<file path="config.mk">
export PLATFORM = sky130hd
export DESIGN_NAME = tbp_train
export DESIGN_NICKNAME = d
export VERILOG_FILES = /design/src/sv/tbp_pkg.sv /design/src/sv/tbp_train.sv
export SDC_FILE = /design/constraint.sdc
export NUM_CORES = 1
export LEC_CHECK = 0
export ABC_AREA = 1
export BUFFER_PORTS_ARGS = -buffer_cell sky130_fd_sc_hd__buf_4
export CORE_AREA = 2 2 39 41
export DETAILED_ROUTE_END_ITERATION = 7
export DIE_AREA = 0 0 41 43
export PLACE_DENSITY = 0.72
export SLEW_MARGIN = 0
export SYNTH_ARGS = -nofsm -noshare
export SYNTH_HDL_FRONTEND = slang
export SYNTH_SLANG_ARGS = --single-unit
</file>
<file path="constraint.sdc">
create_clock -name vclk -period 1.25
set_input_delay 0.1875 -clock vclk [all_inputs]
set_output_delay 0.1875 -clock vclk [all_outputs]
set_load 0.005 [all_outputs]
</file>
<file path="src/sv/tbp_pkg.sv">
package tbp_pkg;

   typedef logic [1:0] ctr_type;

   localparam ctr_type CTR_MAX   = 2'd3;
   localparam ctr_type CTR_ZERO  = 2'd0;
   localparam int      CTR_UPPER = 1;

   typedef enum logic [1:0] {
      ST_CLEAR,
      ST_IDLE,
      ST_SLOT,
      ST_LOCAL
   } state_type;

   function automatic ctr_type sat_count(input ctr_type c, input logic up);
      ctr_type r;
      r = c;
      if (up) begin
         if (c != CTR_MAX) r = c + 2'd1;
      end else begin
         if (c != CTR_ZERO) r = c - 2'd1;
      end
      return r;
   endfunction

endpackage

</file>
<file path="src/sv/tbp_train.sv">
module tbp_train
   import tbp_pkg::*;
#(
   parameter int INDEX_BITS = 10
) (
   input  logic [INDEX_BITS-1:0] hist,
   input  ctr_type               sel,
   input  ctr_type               addr_ctr,
   input  ctr_type               loc_ctr,
   input  logic                  taken,
   output logic                  pred,
   output logic                  use_addr,
   output logic [INDEX_BITS-1:0] hist_next,
   output ctr_type               sel_next,
   output ctr_type               addr_next,
   output ctr_type               loc_next
);

   logic            addr_pred;
   logic            loc_pred;
   logic [INDEX_BITS:0] shifted;

   assign use_addr  = sel[CTR_UPPER];
   assign addr_pred = addr_ctr[CTR_UPPER];
   assign loc_pred  = loc_ctr[CTR_UPPER];
   assign pred      = use_addr ? addr_pred : loc_pred;

   // shift outcome in, drop the oldest bit
   assign shifted   = {hist, taken};
   assign hist_next = shifted[INDEX_BITS-1:0];

   always_comb begin
      if (use_addr) begin
         sel_next  = sat_count(sel, addr_pred == taken);
         addr_next = sat_count(addr_ctr, taken);
         loc_next  = loc_ctr;
      end else begin
         sel_next  = sat_count(sel, loc_pred != taken);
         addr_next = addr_ctr;
         loc_next  = sat_count(loc_ctr, taken);
      end
   end

endmodule

</file>
* After elaboration in Yosys (flattened, before gate mapping) *
Index checks and enable logic that the tools add are counted.

cells by class
  add/sub/neg operators = 6
  multipliers = 0
  div/mod/pow operators = 0
  $lt $le $gt $ge = 0
  equality and inequality tests = 5
  shift operators = 0
  muxes and demuxes = 16
  bitwise logic cells = 0
  reductions and logical operators = 3

operators with widths
  operator                                                            number
  2-bit 2-to-1 mux                                                    15
  2-bit by 1-bit adder with 2-bit output, second input constant       3
  2-bit inequality test, second input constant                        3
  2-bit nonzero test                                                  3
  2-bit by 1-bit subtractor with 2-bit output, second input constant  3
  1-bit equality test                                                 1
  1-bit 2-to-1 mux                                                    1
  1-bit inequality test                                               1

word-level totals
  register bits = 0
  bits in latches = 0
  RAM bits = 0
  ROM bits = 0
  output and inout port bits = 18
  word-level logic and storage cells = 30
  memories kept = 0

* Logic depth before layout (Yosys ltp) *
  word-level depth = 4
  depth in mapped cells = 7
  depth with buffers taken out = 6

* Least setup slack after synthesis *
OpenSTA, ideal clock, no wires.

  kind = input to output
  start point = input port sel[1]
  end point = output port sel_next[1]
  arrival time = 876 ps
  data required time = 1062 ps
  path slack = 186 ps
  stages on the path = 7
  path through = buf_6 > inv_2 > ha_1 > inv_1 > nand3_1 > nand3_1 > nand2_1

between the ends
  cells in the longest elaborated chain, start to end = 4

ends and longest elaborated chain
  what                                                                       RTL line                      RTL
  start, declared                                                            tbp_train.sv:7                input ctr_type sel,
  2-bit by 1-bit subtractor with 2-bit output, or another cell as far along  tbp_pkg.sv:22                 if (c != CTR_ZERO) r = c - 2'd1;
  2-bit 2-to-1 mux, on equally long branches                                 tbp_pkg.sv:22, tbp_pkg.sv:20
  2-bit 2-to-1 mux                                                           tbp_pkg.sv:19                 if (up) begin
  2-bit 2-to-1 mux (*)                                                       tbp_train.sv:33               if (use_addr) begin
  end, declared                                                              tbp_train.sv:14               output ctr_type sel_next,

Mark *: on every way between the ends. The rest lies on a longest branch, timed or not.

* Worst setup path after layout *
Same ends and word-level chain as after synthesis.

==> metrics.md <==
| Metric | Value |
|---|---|
| Crit start category | input port |
| CP max FO | 5 |
| Max Cap Viol | 0 |
| Die Y | 43 um |
| WP data required | 1.06 ns |
| Fin. Hold Viols | 0 |
| CP Cell Sequence | buf_4 > inv_2 > ha_4 > inv_1 > nand3_1 > nand3_1 > nand2_1 > buf_4 |
| Multi-input logic area | approximately 220 um2 |
| Number of hold buffers added after CTS | 0 |
| Sequential fraction of the synthesis area | 0 |
| First-pass GRT wire length | 1040 um |
| Leakage Power | 0.253 nW |
| Initial antenna violation count | 0 |
| Initial Util | 0.248 |
| M2 GR Usage | 0.131 |
| Area growth syn-to-layout | 21.5% |
| Hold WS | roughly 0.38 ns |
| Tmin final | about 1.2 ns |
| M3 GR Usage | 0 |
| Layout clock buffers | 0 |
| Final HPWL DP | 582 um |
| Post-Syn Area | roughly 340 um2 |
| Pre-CTS setup slack | 0.0373 ns |
| Final Cell Area | 417 um2 |
| Yosys cell types | 11 |
| Delay-heaviest family, CP | buffers and inverters |
| Syn_area_per_cell | 5.71 um2 |
| GRT Total Usage | 0.0759 |
| DRT Pass-1 Iters | 3 |
| Largest net degree at the start of global routing | 8 |
| Worst hold start | hist[2] |
| Die area | 1760 um2 |
| Via density | 4.35 |
| Vias in the first global route | 287 |
| Crit-path max cell delay | 0.20 ns |
| Core Util, Final | 0.301 |
| Share of cells above drive strength 1 | 0.409 |
| Min-Delay Endpoint | hist_next[3] |
| Worst Path Buf+Inv | 4 |
| WP data arrival | 0.98 ns |
| Final period util | 0.932 |
| IO Port Bufs | 16 |
| VDD IR-drop max | 107 uV |
| Yosys warns | 0 |
| Final WS setup | 0.0849 ns |
| Nets | 89 |
| GRT busiest layer | met2 |
| Syn_nets | 81 |
| Rows | 14 |
| First DRT Iteration DRCs | 2 |
| Placed inst area | 404 um2 |
| Worst Setup End Kind | primary output |
| RSZ-0062 raised after global routing | no |
| Status | complete, no violations |
| GPL Wtd Cong | between 0.6 and 0.7 |
| Grt ovf | 0 |
| Flip-flop and latch count | 0 |
| DRC errors left | 0 |
| # diodes | 0 |
| Placeable Area | 1380 um2 |
| Max Clock Freq | 858 MHz |
| Drt wl/cell | 8.95 um |
| Levels on crit path | 8 |
| Max-slew violation count | 0 |
| # IOs | 35 |
| Fill cell count | around 160 |
| Final setup TNS | 0 ns |
| Cell Pwr Density | about 360 nW/um2 |
| Most frequent cells in the layout | buf_4, nand2_1, inv_1 |
| Leading cell type in the layout, fill and taps excluded | buf_4 |
| Rel. slew slack | 0.887 |
| ANT nets after route | 0 |
| FF+latch area | 0 um2 |
| Tightest Pin Transition | 0.170 ns |
| Die X | 41 um |
| Hold Crit Class | in2out |
| CP max-delay cell | ha_4 |
| Post-Route WL | between 700 and 800 um |
| Final setup violation count | 0 |
| Met1 usage | 0.101 |
| Worst setup path class | in2out |
| WHS Path Cells | 0 |
| Cells after Synth | 60 |
| Via count | 357 |
[stage by stage]
| step | total power [mW] | std cells |
|---|---|---|
| final | 0.151 | 82 |
| after global routing | 0.170 | 82 |
| after CTS | 0.147 | 82 |
| after detailed placement | 0.146 | 82 |
| after global placement | 0.144 | 82 |
| after floorplan | 0.103 | 60 |
[final cells by class]
class / instances / share of cell area
inverters: 12 / 0.108
multi-input cells: 36 / 0.520
well taps: 16 / 0.0480
repair buffers: 18 / 0.324
[report_power, final]
part           internal, mW  switching, mW  total, mW
clock network             0              0          0
logic                0.0786         0.0723      0.151
registers                 0              0          0
total                0.0786         0.0723      0.151
[routing by layer]
layer / wire, um / share of wire
met1: 327 / 0.45
met2: 346 / 0.47
met3: 57 / 0.078
met4: 4 / 0.0054
met5: 0 / 0
[synthesized netlist by cell type, drive strengths merged]
cell   number  area share
o22ai       4       0.073
nand3       8        0.12
buf        12        0.27
nor2        4       0.044
nand2      15        0.20
o21ai       1       0.015
ha          4        0.15
inv        12        0.13
[how the worst max path moves through the flow]
stage / startpoint / end / slack [ns]
3_3_place_gp: sel[0] / sel_next[1] / 0.04
3_5_place_dp: sel[0] / sel_next[1] / 0.04
5_1_grt: sel[1] / sel_next[1] / 0.004
4_1_cts: sel[0] / sel_next[1] / 0.03
2_1_floorplan: sel[1] / sel_next[1] / 0.19
6_report: sel[1] / sel_next[1] / 0.08
[cell families (layout without fill, tap and decap cells)]
| kind of cell | after synthesis | after routing | share of synthesized area |
|---|---|---|---|
| and+or+nand+nor | 27 | 27 | 0.361 |
| buffers and inverters | 24 | 30 | 0.405 |
| AOI/OAI and AO/OA | 5 | 5 | 0.0876 |
| adders and majority gates | 4 | 4 | 0.146 |
[timing repair]
action	4_1_cts	5_1_grt
buffers inserted	0	0
setup endpoints to repair	0	1
gates resized for setup	0	2
Power figures use the tool's default switching activity.
